===== config.mk =====
export PLATFORM = sky130hd
export DESIGN_NAME = ssf_merge
export DESIGN_NICKNAME = d
export VERILOG_FILES = /design/src/rtl/state_space_filter_step_macros.svh /design/src/rtl/ssf_pkg.sv /design/src/rtl/ssf_merge.sv
export SDC_FILE = /design/constraint.sdc
export NUM_CORES = 1
export LEC_CHECK = 0
export BUFFER_PORTS_ARGS = -buffer_cell sky130_fd_sc_hd__buf_2
export CORE_ASPECT_RATIO = 0.7
export CORE_MARGIN = 2
export CORE_UTILIZATION = 35
export CTS_CLUSTER_DIAMETER = 40
export DETAILED_ROUTE_END_ITERATION = 6
export MAX_ROUTING_LAYER = met4
export PLACE_DENSITY = 0.7
export SETUP_SLACK_MARGIN = 0.4
export SYNTH_ARGS = -nofsm -noshare
export SYNTH_HDL_FRONTEND = slang
export SYNTH_SLANG_ARGS = --single-unit

===== constraint.sdc =====
create_clock -name clk -period 5.7 [get_ports clk]
set_clock_uncertainty 0.15 [all_clocks]
set_input_delay 0.285 -clock clk [delete_from_list [all_inputs] [get_ports clk]]
set_output_delay 0.285 -clock clk [all_outputs]
set_load 0.1 [all_outputs]

===== src/rtl/state_space_filter_step_macros.svh =====
// Assertion macros used by the top level of the state-space filter RTL.
// Sampled on clk, disabled while rst_n is low; no other dependencies.
`ifndef STATE_SPACE_FILTER_STEP_MACROS_SVH
`define STATE_SPACE_FILTER_STEP_MACROS_SVH

// Same-cycle implication.
`define SSF_ASSERT_SAME(label, ante, cons, msg) \
    label: assert property (@(posedge clk) disable iff (!rst_n) (ante) |-> (cons)) \
        else $error(msg);

// Next-cycle implication.
`define SSF_ASSERT_NEXT(label, ante, cons, msg) \
    label: assert property (@(posedge clk) disable iff (!rst_n) (ante) |=> (cons)) \
        else $error(msg);

`endif


===== src/rtl/ssf_pkg.sv =====
// Shared types and constants of the state-space filter.
// No dependencies; used by every module of the block.
package ssf_pkg;

    localparam int SAMPLE_W    = 24;
    localparam int COEF_W      = 18;
    localparam int PROD_W      = SAMPLE_W + COEF_W;
    localparam int ACC_W       = 48;
    localparam int COEF_IDX_W  = 5;
    localparam int COL_MAX_W   = 4;
    localparam int CFG_IDX_W   = 3;

    localparam logic MODE_SAMPLE = 1'b0;
    localparam logic MODE_COEF   = 1'b1;

    localparam logic [CFG_IDX_W-1:0] REG_CLAMP_EN  = 3'd0;
    localparam logic [CFG_IDX_W-1:0] REG_LOW_A     = 3'd1;
    localparam logic [CFG_IDX_W-1:0] REG_HIGH_A    = 3'd2;
    localparam logic [CFG_IDX_W-1:0] REG_LOW_B     = 3'd3;
    localparam logic [CFG_IDX_W-1:0] REG_HIGH_B    = 3'd4;

    localparam logic signed [SAMPLE_W-1:0] Q_MAX = 24'sh7FFFFF;
    localparam logic signed [SAMPLE_W-1:0] Q_MIN = 24'sh800000;

    typedef struct packed {
        logic                 start;
        logic                 mul_en;
        logic [COL_MAX_W-1:0] col;
    } ssf_ctrl_t;

    typedef struct packed {
        logic                         en;
        logic [COEF_IDX_W-1:0]        index;
        logic signed [COEF_W-1:0]     value;
    } ssf_coef_wr_t;

endpackage


===== src/rtl/ssf_merge.sv =====
// Merge stage: rounds and saturates every lane sum, holds the state vector.
// Depends on ssf_pkg for widths and saturation bounds.
module ssf_merge #(
    parameter int NUM_STATES  = 4,
    parameter int NUM_OUTPUTS = 2
) (
    input  logic                                  clk,
    input  logic                                  rst_n,
    input  logic                                  commit,
    input  logic signed [ssf_pkg::ACC_W-1:0]      lane_acc [NUM_STATES + NUM_OUTPUTS],
    output logic signed [ssf_pkg::SAMPLE_W-1:0]   state_x  [NUM_STATES],
    output logic signed [ssf_pkg::SAMPLE_W-1:0]   y_a,
    output logic signed [ssf_pkg::SAMPLE_W-1:0]   y_b
);

    localparam int NLANES = NUM_STATES + NUM_OUTPUTS;
    localparam int SH_W   = ssf_pkg::ACC_W - 16;

    function automatic logic signed [ssf_pkg::SAMPLE_W-1:0] round_sat(
        input logic signed [ssf_pkg::ACC_W-1:0] a
    );
        logic signed [ssf_pkg::ACC_W-1:0] biased;
        logic signed [SH_W-1:0]           r;
        biased = a + ssf_pkg::ACC_W'(32768);
        r      = biased[ssf_pkg::ACC_W-1:16];
        if (r > SH_W'(ssf_pkg::Q_MAX))
            return ssf_pkg::Q_MAX;
        else if (r < SH_W'(ssf_pkg::Q_MIN))
            return ssf_pkg::Q_MIN;
        else
            return r[ssf_pkg::SAMPLE_W-1:0];
    endfunction

    logic signed [ssf_pkg::SAMPLE_W-1:0] rs [NLANES];
    logic signed [ssf_pkg::SAMPLE_W-1:0] x_reg [NUM_STATES];

    always_comb
    begin
        for (int l = 0; l < NLANES; l++)
        begin
            rs[l] = round_sat(lane_acc[l]);
        end
    end

    always_ff @(posedge clk or negedge rst_n)
    begin
        if (!rst_n)
        begin
            for (int i = 0; i < NUM_STATES; i++)
            begin
                x_reg[i] <= '0;
            end
        end
        else if (commit)
        begin
            for (int i = 0; i < NUM_STATES; i++)
            begin
                x_reg[i] <= rs[i];
            end
        end
    end

    assign state_x = x_reg;
    assign y_a     = rs[NUM_STATES];

    if (NUM_OUTPUTS > 1)
    begin : g_two_out
        assign y_b = rs[NUM_STATES + 1];
    end
    else
    begin : g_one_out
        assign y_b = '0;
    end

endmodule


==> results.py <==
metrics = {
    "power": {
        "p_leak_nw": 4.75,
        "p_per_area_nw_per_um2": 244,
        "peakVddDrop_uv": 255,
    },
    "critical_path": {
        "crit_path_max_incr_delay_ns": 0.63,
        "path_class": "input pin to primary output",
        "required_ns": 5.27,
        "crit_path_frequent_cell": "buf_2",
        "rrSetupSlack_ns": 4.67,
        "cp_num_buf_inv": 2,
        "cp_slowest_cell": "or4_1",
        "r2r_start": "state_x[84]",
        "crit_fanout": 23,
        "arrival_ns": 3.38,
        "startpoint_type": "input pin",
        "worstPathCellList": "buf_2 -> ha_1 -> and4_1 -> nand4_1 -> or4_1 -> nor2_1 -> xor2_1 -> o31a_1 -> o21ai_0 -> buf_2",
        "timing.critical_path.max_delay_family": "simple AND/OR/NAND/NOR gates",
        "startpoint": "lane_acc[15]",
        "end_kind": "primary output",
    },
    "yosys": {
        "synth_warnings": 0,
        "avgSynthCellArea_um2": 7.66,
        "synthArstFlopShare_pct": 100,
        "netlist_top_cells_area": "dfrtp_1 (27%), xor2_1 (7.6%), xnor2_1 (7.2%), nand3_1 (6.9%), nand2_1 (5.6%)",
        "synth_top_area_cell": "dfrtp_1",
        "synth_ff_type": "dfrtp_1",
        "ys_ff_latch": 96,
        "synth_cells": 1180,
        "synth_enable_flop_cells": 0,
        "yosys.area.top_type_share_pct": 26.6,
        "syn_area_um2": 9030,
        "syn-num-nets": 1477,
        "synthDistinctLibCells": 73,
        "ys_seq_area_share_pct": 26.6,
    },
    "worst_hold_path": {
        "hp-start": "lane_acc[128]",
        "hp-class": "input pin to register",
    },
    "floorplan": {
        "die-area_um2": 27100,
        "initial_core_util_pct": 35.4,
        "boundaryPins": 435,
        "fp.coreArea_um2": 25500,
        "fp.dieW_um": 196,
        "num_rows": 49,
        "die_h_um": 138,
    },
    "placement": {
        "hpwl_mm": 22.8,
        "portBuffers": 344,
        "place_ws_ns": 1.96,
        "gp_congestion": 0.957,
    },
    "sta": {
        "slew_headroom_pct": 40.7,
        "worst_slew_pin_slew_ns": 0.890,
        "rsz0062_at_grt": "no",
        "drv_slew": 0,
        "setup_ws_ns": 1.89,
        "max_freq_mhz": 262,
        "hold_viol": 0,
        "fin_crit_ns": 3.81,
        "fin_tns_setup_ns": 0,
        "min_period_over_period_pct": 66.8,
        "setup_viol": 0,
    },
    "cts": {
        "htree_levels": 3,
        "cts_tree": "done",
        "numCtsBuffers": 9,
        "numClockSinks": 96,
        "clkTransAtPathRegs_ns": 0.07,
        "cts_setup_buffers": 0,
        "cts_hold_buf": 1,
        "clock_path_buffers": 2,
        "cts_resized": 0,
        "cts_root_buf": "clkbuf_16",
        "clk_latency_ns": 0.36,
    },
    "finish": {
        "nets": 1734,
        "layout-drive-gt1-share_pct": 27.7,
        "syn_to_final_growth_pct": 21.6,
        "largest_register_ffs": 96,
        "final.fill_count": 2618,
        "regArea_um2": 2400,
        "multiInputGateArea_um2": 5940,
    },
    "route": {
        "dr_total_vias": 9627,
        "routedWlPerCell_um": 16.5,
        "vias_per_cell": 5.39,
        "routed_wl_mm": 29.6,
        "drt_iter0_markers": 588,
        "first_pass_iters": 5,
        "drc": 0,
        "ant_nets": 0,
    },
    "grt": {
        "grt_max_degree": 97,
        "antenna_found_initial": 12,
        "grt_pass1_wl_mm": 47.0,
        "grt_overflow": 0,
        "grt_pass1_vias": 8988,
        "gr-usage-all-layers_pct": 21.9,
    },
    "outcome": {
        "status": "finished, final reports clean",
    },
    "job": {
        "maxCapViolations": 0,
    },
}
==> power by group <==
group | switching (W) | internal, W
Clock | 0.000306 | 0.000306
Sequential | 0.0000359 | 0.000754
Combinational | 0.00103 | 0.000246
==> worst paths after layout <==
kind / endpoint / cells past startpoint
min in group asynchronous: state_x[15] / 2
max in group asynchronous: state_x[73] / 3
max reg2reg: state_x[84] / 3
max: y_b[18] / 10
min: state_x[16] / 3
min reg2reg: state_x[47] / 1
==> through the flow <==
step           util [%]  power [W]  cell area, µm²  std cells  hold WS (ns)
3_3_place_gp       41.8    0.00207           10600       1756         0.160
3_5_place_dp       41.8    0.00208           10600       1756         0.166
5_1_grt            43.0    0.00280           11000       1785         0.127
4_1_cts            42.9    0.00270           10900       1773        0.0955
6_report           43.1    0.00268           11000       1786         0.107
2_1_floorplan         -    0.00180            9030       1180        -0.161
==> cells in the mapped netlist, drive strengths merged, types with 19 or more instances <==
cell and instances:
nand2 135, nand3 126, dfrtp 96, o21ai 82, xor2 78, xnor2 74
buf 67, a21oi 53, nor2 53, nor2b 49, nand4 48, clkbuf 44
and3 35, and4 28, o22ai 25, nand2b 24, inv 20, nor3 19
nor4 19
==> cell type report <==
| class | count | share of cell area (%) |
|---|---|---|
| diodes | 13 | 0.296 |
| multi-input cells | 953 | 54.1 |
| clock buffers | 9 | 2.05 |
| flip-flops and latches | 96 | 21.9 |
| clock inverters | 7 | 0.592 |
| repair buffers | 357 | 16.6 |
| inverters | 20 | 0.684 |
| well taps | 331 | 3.77 |
==> cell usage in the layout, fill, tap and decap left out, drive strengths merged, types with 35 or more instances in the layout <==
cell type / netlist / layout
nor2: 53 / 53
nand2: 135 / 135
nand4: 48 / 48
o21ai: 82 / 82
xnor2: 74 / 74
dfrtp: 96 / 96
and3: 35 / 35
xor2: 78 / 78
buf: 67 / 356
a21oi: 53 / 53
nand3: 126 / 126
nor2b: 49 / 49
==> worst register-to-register path: stages (launching register included) <==
cell and delay [ns]:
dfrtp_1 0.38, and2b_2 0.19, a21oi_1 0.12, nand2_1 0.07
==> cells by family (layout without fill, tap and decap cells) <==
group	count (synthesis)	count (layout)	share of synthesized area, %
AND/OR/NAND/NOR	572	572	34.2
AO/OA/AOI/OAI	214	214	14.7
XOR/XNOR	152	152	14.7
buffers and inverters	131	393	7.98
flip-flops	96	96	26.6
multiplexers	9	9	1.01
adder cells (fa/ha/maj)	6	6	0.831
other	0	13	0
==> layer usage <==
layer,routed length [µm],GRT usage (%),vias up
li1,-,-,4718
met1,12900,27.4,4490
met2,13400,34.3,376
met3,2630,6.68,43
met4,543,5.86,0
met5,0,-,-
Note: power is estimated with default switching activity, not from simulation.
