==> src/rtl/state_space_filter_step_macros.svh <==
// Assertion macros used by the top level of the state-space filter RTL.
// Sampled on clk, disabled while rst_n is low; no other dependencies.
`ifndef STATE_SPACE_FILTER_STEP_MACROS_SVH
`define STATE_SPACE_FILTER_STEP_MACROS_SVH

// Same-cycle implication.
`define SSF_ASSERT_SAME(label, ante, cons, msg) \
    label: assert property (@(posedge clk) disable iff (!rst_n) (ante) |-> (cons)) \
        else $error(msg);

// Next-cycle implication.
`define SSF_ASSERT_NEXT(label, ante, cons, msg) \
    label: assert property (@(posedge clk) disable iff (!rst_n) (ante) |=> (cons)) \
        else $error(msg);

`endif

==> src/rtl/ssf_pkg.sv <==
// Shared types and constants of the state-space filter.
// No dependencies; used by every module of the block.
package ssf_pkg;

    localparam int SAMPLE_W    = 24;
    localparam int COEF_W      = 18;
    localparam int PROD_W      = SAMPLE_W + COEF_W;
    localparam int ACC_W       = 48;
    localparam int COEF_IDX_W  = 5;
    localparam int COL_MAX_W   = 4;
    localparam int CFG_IDX_W   = 3;

    localparam logic MODE_SAMPLE = 1'b0;
    localparam logic MODE_COEF   = 1'b1;

    localparam logic [CFG_IDX_W-1:0] REG_CLAMP_EN  = 3'd0;
    localparam logic [CFG_IDX_W-1:0] REG_LOW_A     = 3'd1;
    localparam logic [CFG_IDX_W-1:0] REG_HIGH_A    = 3'd2;
    localparam logic [CFG_IDX_W-1:0] REG_LOW_B     = 3'd3;
    localparam logic [CFG_IDX_W-1:0] REG_HIGH_B    = 3'd4;

    localparam logic signed [SAMPLE_W-1:0] Q_MAX = 24'sh7FFFFF;
    localparam logic signed [SAMPLE_W-1:0] Q_MIN = 24'sh800000;

    typedef struct packed {
        logic                 start;
        logic                 mul_en;
        logic [COL_MAX_W-1:0] col;
    } ssf_ctrl_t;

    typedef struct packed {
        logic                         en;
        logic [COEF_IDX_W-1:0]        index;
        logic signed [COEF_W-1:0]     value;
    } ssf_coef_wr_t;

endpackage

==> src/rtl/ssf_lane.sv <==
// One multiply-accumulate lane: holds one row of coefficients, one column per cycle.
// Depends on ssf_pkg for widths and control types.
module ssf_lane #(
    parameter int NUM_STATES = 4,
    parameter int NUM_INPUTS = 2,
    parameter int LANE       = 0
) (
    input  logic                                  clk,
    input  logic                                  rst_n,
    input  ssf_pkg::ssf_ctrl_t                    ctrl,
    input  ssf_pkg::ssf_coef_wr_t                 coef_wr,
    input  logic signed [ssf_pkg::SAMPLE_W-1:0]   opnd,
    output logic signed [ssf_pkg::ACC_W-1:0]      acc
);

    localparam int NCOL  = NUM_STATES + NUM_INPUTS;
    localparam int COL_W = $clog2(NCOL);
    localparam int G_BASE = NUM_STATES * NUM_STATES;
    localparam int H_BASE = G_BASE + NUM_STATES * NUM_INPUTS;

    logic signed [ssf_pkg::COEF_W-1:0] coef_reg [NCOL];
    logic signed [ssf_pkg::PROD_W-1:0] prod_reg;
    logic                              acc_en_reg;
    logic signed [ssf_pkg::ACC_W-1:0]  acc_reg;

    for (genvar c = 0; c < NCOL; c++)
    begin : g_col
        localparam int ADDR = (LANE < NUM_STATES)
            ? ((c < NUM_STATES) ? LANE * NUM_STATES + c
                                : G_BASE + LANE * NUM_INPUTS + (c - NUM_STATES))
            : ((c < NUM_STATES) ? H_BASE + (LANE - NUM_STATES) * NUM_STATES + c : -1);
        localparam logic IN_RANGE = (ADDR >= 0) && (ADDR < 2 ** ssf_pkg::COEF_IDX_W);

        always_ff @(posedge clk or negedge rst_n)
        begin
            if (!rst_n)
            begin
                coef_reg[c] <= '0;
            end
            else if (IN_RANGE && coef_wr.en &&
                     coef_wr.index == ADDR[ssf_pkg::COEF_IDX_W-1:0])
            begin
                coef_reg[c] <= coef_wr.value;
            end
        end
    end

    always_ff @(posedge clk)
    begin
        if (ctrl.mul_en)
        begin
            prod_reg <= coef_reg[ctrl.col[COL_W-1:0]] * opnd;
        end
    end

    always_ff @(posedge clk or negedge rst_n)
    begin
        if (!rst_n)
        begin
            acc_en_reg <= 1'b0;
            acc_reg    <= '0;
        end
        else
        begin
            acc_en_reg <= ctrl.mul_en;
            if (ctrl.start)
            begin
                acc_reg <= '0;
            end
            else if (acc_en_reg)
            begin
                acc_reg <= acc_reg + ssf_pkg::ACC_W'(prod_reg);
            end
        end
    end

    assign acc = acc_reg;

endmodule

==> config.mk <==
export PLATFORM = sky130hd
export DESIGN_NAME = ssf_lane
export DESIGN_NICKNAME = d
export VERILOG_FILES = /design/src/rtl/state_space_filter_step_macros.svh /design/src/rtl/ssf_pkg.sv /design/src/rtl/ssf_lane.sv
export SDC_FILE = /design/constraint.sdc
export NUM_CORES = 2
export LEC_CHECK = 0
export BUFFER_PORTS_ARGS = -buffer_cell sky130_fd_sc_hd__buf_4
export CAP_MARGIN = 40
export CELL_PAD_IN_SITES_DETAIL_PLACEMENT = 1
export CELL_PAD_IN_SITES_GLOBAL_PLACEMENT = 1
export CORE_ASPECT_RATIO = 0.75
export CORE_UTILIZATION = 45
export DETAILED_ROUTE_END_ITERATION = 10
export PLACE_DENSITY = 0.86
export SLEW_MARGIN = 20
export SYNTH_ARGS = -nofsm -noshare
export SYNTH_HDL_FRONTEND = slang
export SYNTH_SLANG_ARGS = --single-unit
==> constraint.sdc <==
create_clock -name clk -period 10.2 [get_ports clk]
set_clock_uncertainty 0.05 [all_clocks]
set_input_delay 0.51 -clock clk [delete_from_list [all_inputs] [get_ports clk]]
set_output_delay 0.51 -clock clk [all_outputs]
set_load 0.005 [all_outputs]
==> reports/qor.tcl <==
set qor(pre_cts_slack_ps) 1610
set qor(flip_flop_count_of_the_largest_register_after_layout) 108
set qor(detail_route.drc_violations) 0
set qor(worstSkewPairLatency_ps) 490
set qor(crit_path_end_kind) {flop}
set qor(detailed_router_iteration_count_before_antenna_repair) 6
set qor(syn_nets) 3309
set qor(antenna_violations_before_repair) 0
set qor(timing.final.crit_period_ps) 8240
set qor(filler_cell_count) 6406
set qor(final-seq-area_um2) 5190
set qor(global_route_wire_length_before_repair_um) 127000
set qor(timing.reg2reg.worst_path_depth) 26
set qor(yosysTopAreaCellShare) 0.325
set qor(finalHoldViolCount) 0
set qor(postSynthAreaPerCell_um2) 9.81
set qor(initialDrtViolationCount) 1623
set qor(synthesized_instance_count) 2675
set qor(worst_path_max_delay_cell) {sky130_fd_sc_hd__fa_1}
set qor(clk_transition_reported_paths_ps) 90
set qor(avgViaCountPerCell) 5.63
set qor(core_area_um2) 57500
set qor(cts_max_level) 4
set qor(cts_root_buf) {sky130_fd_sc_hd__clkbuf_16}
set qor(reg_to_reg_setup_timing_slack_ps) 2210
set qor(top_level_ports) 104
set qor(totalNegativeSetupSlack_ps) 0
set qor(cap_violations) 0
set qor(run_status) {finished clean}
set qor(ctsLongestPathBuffers) 2
set qor(worst_hold_slack_ps) 248
set qor(finalWirelength_um) 80200
set qor(hold_path_depth) 2
set qor(final_critical_path_setup_slack_ps) 1960
set qor(io_buffer_count) 102
set qor(hold_class) {input pin to flop}
set qor(floorplan.die.width_um) 281
set qor(rsz0062_at_grt) {false}
set qor(post_cts_sizing) 0
set qor(synth-edff-count) 42
set qor(grt_remaining_overflow) 0
set qor(yosys_register_bits) 199
set qor(detailroute.via_count) 19700
set qor(crit_path_max_fanout) 36
set qor(timing.critical_path.to) {prod_reg[39]$_DFFE_PP_}
set qor(finalNetCount) 3337
set qor(ys_dominant_reg_cell) {sky130_fd_sc_hd__dfrtp_1}
set qor(synth.largest_area_cell) {sky130_fd_sc_hd__fa_1}
set qor(dieHeight_um) 211
set qor(ys_types) 83
set qor(reg_to_reg_start) {coef_reg[42]$_DFFE_PN0P_}
set qor(dpl.cell_count) 3460
set qor(critPathLaunchType) {input pin}
set qor(synthArstFlopShare) 0.789
set qor(critPathMostFrequentCell) {sky130_fd_sc_hd__fa_1}
set qor(timing.final.crit_share) 0.808
set qor(row_count) 76
set qor(final-instance-count-excl-fill) 3496
set qor(endpoint_arrival_time_on_the_critical_path_ps) 8410
set qor(cts_tree) {yes}
set qor(number_of_global_route_vias_before_repair) 22700
set qor(grt.total_usage) 0.282
set qor(placer_s_final_routability_congestion_estimate) 0.907
set qor(antenna_cells) 0
set qor(pin_count_of_the_biggest_net_entering_global_routing) 79
set qor(post_synth_main_area_contributors) {sky130_fd_sc_hd__fa_1 (33%), sky130_fd_sc_hd__dfrtp_1 (15%), sky130_fd_sc_hd__inv_1 (7.3%), sky130_fd_sc_hd__ha_1 (7.3%), sky130_fd_sc_hd__edfxtp_1 (4.8%)}
set qor(crit_path_start) {ctrl[0]}
set qor(postRouteAntennaNets) 0
set qor(slew_violations) 0
set qor(numCtsBuffers) 17
set qor(synth-seq-area-share) 0.198
set qor(multi_input_gate_area_in_the_final_layout_um2) 18600
set qor(avgRoutedWirePerCell_um) 23.0
set qor(final-setup-viol-count) 0
set qor(critPathMaxStageDelay_ps) 560
set qor(numClockSinks) 199
set qor(regToRegEndpoint) {prod_reg[39]$_DFFE_PP_}
set qor(mappedNetlistArea_um2) 26200
set qor(synth_warnings) 0
set qor(cts_setup_buffers) 0
set qor(max_freq_mhz) 121
set qor(growth_of_design_area_from_synthesis_to_finish_pct) 8.47
set qor(final_layout_size_suffix_gt1_frac) 0.124
set qor(worst_case_headroom_to_the_max_slew_limit) 0.423
set qor(place.detailed.hpwl_um) 62400
set qor(critPathRequiredTime_ps) 10370
set qor(timing.setup.critical_path_class) {input pin to flop}
set qor(worst_slew_pin_slew_ps) 860
set qor(start_util) 0.456
set qor(die_area_um2) 59300
==> layout make-up <==
cell class	instances	share of cell area
Inverter	514	0.0678
Clock inverter	15	0.00629
Clock buffer	17	0.0150
Multi-Input combinational cell	1834	0.654
Tap cell	780	0.0343
Timing Repair Buffer	137	0.0399
Sequential cell	199	0.182
==> placed cells by master (no fill, tap or decap), types with 19 or more instances in the layout <==
| master | Yosys | layout |
|---|---|---|
| sky130_fd_sc_hd__xnor2_1 | 61 | 61 |
| sky130_fd_sc_hd__nor2_1 | 109 | 109 |
| sky130_fd_sc_hd__a21oi_1 | 82 | 79 |
| sky130_fd_sc_hd__a21o_1 | 43 | 43 |
| sky130_fd_sc_hd__fa_1 | 426 | 426 |
| sky130_fd_sc_hd__o21ai_1 | 6 | 19 |
| sky130_fd_sc_hd__mux2i_1 | 46 | 46 |
| sky130_fd_sc_hd__ha_1 | 152 | 152 |
| sky130_fd_sc_hd__inv_1 | 513 | 513 |
| sky130_fd_sc_hd__buf_4 | 4 | 125 |
| sky130_fd_sc_hd__nand2b_1 | 23 | 23 |
| sky130_fd_sc_hd__mux2_2 | 108 | 108 |
| sky130_fd_sc_hd__nand3_1 | 26 | 26 |
| sky130_fd_sc_hd__o21ai_0 | 56 | 41 |
| sky130_fd_sc_hd__edfxtp_1 | 42 | 42 |
| sky130_fd_sc_hd__dfrtp_1 | 157 | 156 |
| sky130_fd_sc_hd__nand2_1 | 318 | 318 |
| sky130_fd_sc_hd__and2_1 | 120 | 120 |
| sky130_fd_sc_hd__nor2b_1 | 48 | 48 |
==> cell usage after synthesis (12+ instances only) <==
cell                       instances
sky130_fd_sc_hd__inv_1           513
sky130_fd_sc_hd__fa_1            426
sky130_fd_sc_hd__nand2_1         318
sky130_fd_sc_hd__dfrtp_1         157
sky130_fd_sc_hd__ha_1            152
sky130_fd_sc_hd__and2_1          120
sky130_fd_sc_hd__nor2_1          109
sky130_fd_sc_hd__mux2_2          108
sky130_fd_sc_hd__clkbuf_1         93
sky130_fd_sc_hd__a21oi_1          82
sky130_fd_sc_hd__xnor2_1          61
sky130_fd_sc_hd__o21ai_0          56
sky130_fd_sc_hd__nor2b_1          48
sky130_fd_sc_hd__mux2i_1          46
sky130_fd_sc_hd__a21o_1           43
sky130_fd_sc_hd__edfxtp_1         42
sky130_fd_sc_hd__nand3_1          26
sky130_fd_sc_hd__nand2b_1         23
sky130_fd_sc_hd__mux4_2           18
sky130_fd_sc_hd__xor2_1           18
sky130_fd_sc_hd__buf_1            16
sky130_fd_sc_hd__o21a_1           13
sky130_fd_sc_hd__a211oi_1         12
sky130_fd_sc_hd__a31oi_1          12
sky130_fd_sc_hd__buf_2            12
sky130_fd_sc_hd__o21bai_1         12
==> through the flow <==
stage                      util  area (um^2)
after floorplan               -        26200
after global placement    0.480        27600
after detailed placement  0.483        27800
after CTS                 0.494        28400
after global routing      0.495        28500
final                     0.495        28500
==> logic make-up (layout without fill, tap and decap cells) <==
| kind of cell | after synthesis | count (layout) | synth area share |
|---|---|---|---|
| simple gates | 706 | 706 | 0.128 |
| buf+inv | 642 | 683 | 0.0932 |
| fa+ha+maj | 578 | 578 | 0.398 |
| compound gates | 298 | 298 | 0.0774 |
| flops | 199 | 199 | 0.198 |
| mux | 173 | 173 | 0.0799 |
| xor+xnor | 79 | 79 | 0.0264 |
==> worst min-delay path by stage <==
stage                                  start                  endpoint  slack (ps)
floorplan                              rst_n        acc[0]$_DFFE_PN0P_         160
global placement    coef_reg[61]$_DFFE_PN0P_  coef_reg[61]$_DFFE_PN0P_         430
detailed placement  coef_reg[61]$_DFFE_PN0P_  coef_reg[61]$_DFFE_PN0P_         440
CTS                                    rst_n        acc[2]$_DFFE_PN0P_          50
global route                      coef_wr[7]  coef_reg[61]$_DFFE_PN0P_         240
finish                           coef_wr[13]  coef_reg[31]$_DFFE_PN0P_         250
==> critical path, delay by kind of cell <==
kind / cells / cell delay, ps
xor gates and xnor gates: 1 / 100
and+or+nand+nor: 4 / 580
muxes: 1 / 390
AOI/OAI and AO/OA: 7 / 2070
buffers and inverters: 7 / 1260
adders and majority gates: 7 / 3480
==> metal layers <==
| metal | vias to the layer above | GRT usage | routed length (um) |
|---|---|---|---|
| met2 | 802 | 0.466 | 38500 |
| met3 | 270 | 0.0654 | 5880 |
| met4 | 0 | 0.119 | 3250 |
| met5 | - | 0 | 0 |
| li1 | 8415 | - | - |
| met1 | 10200 | 0.355 | 32600 |
==> repair_timing <==
item,CTS,global route
endpoints found under the setup margin,0,0
endpoints found under the hold margin,0,33
hold buffers,0,1
Power is left out: the tool's default activity adds up to more than one toggle a clock period on the data nets, which glitch-free logic cannot reach.
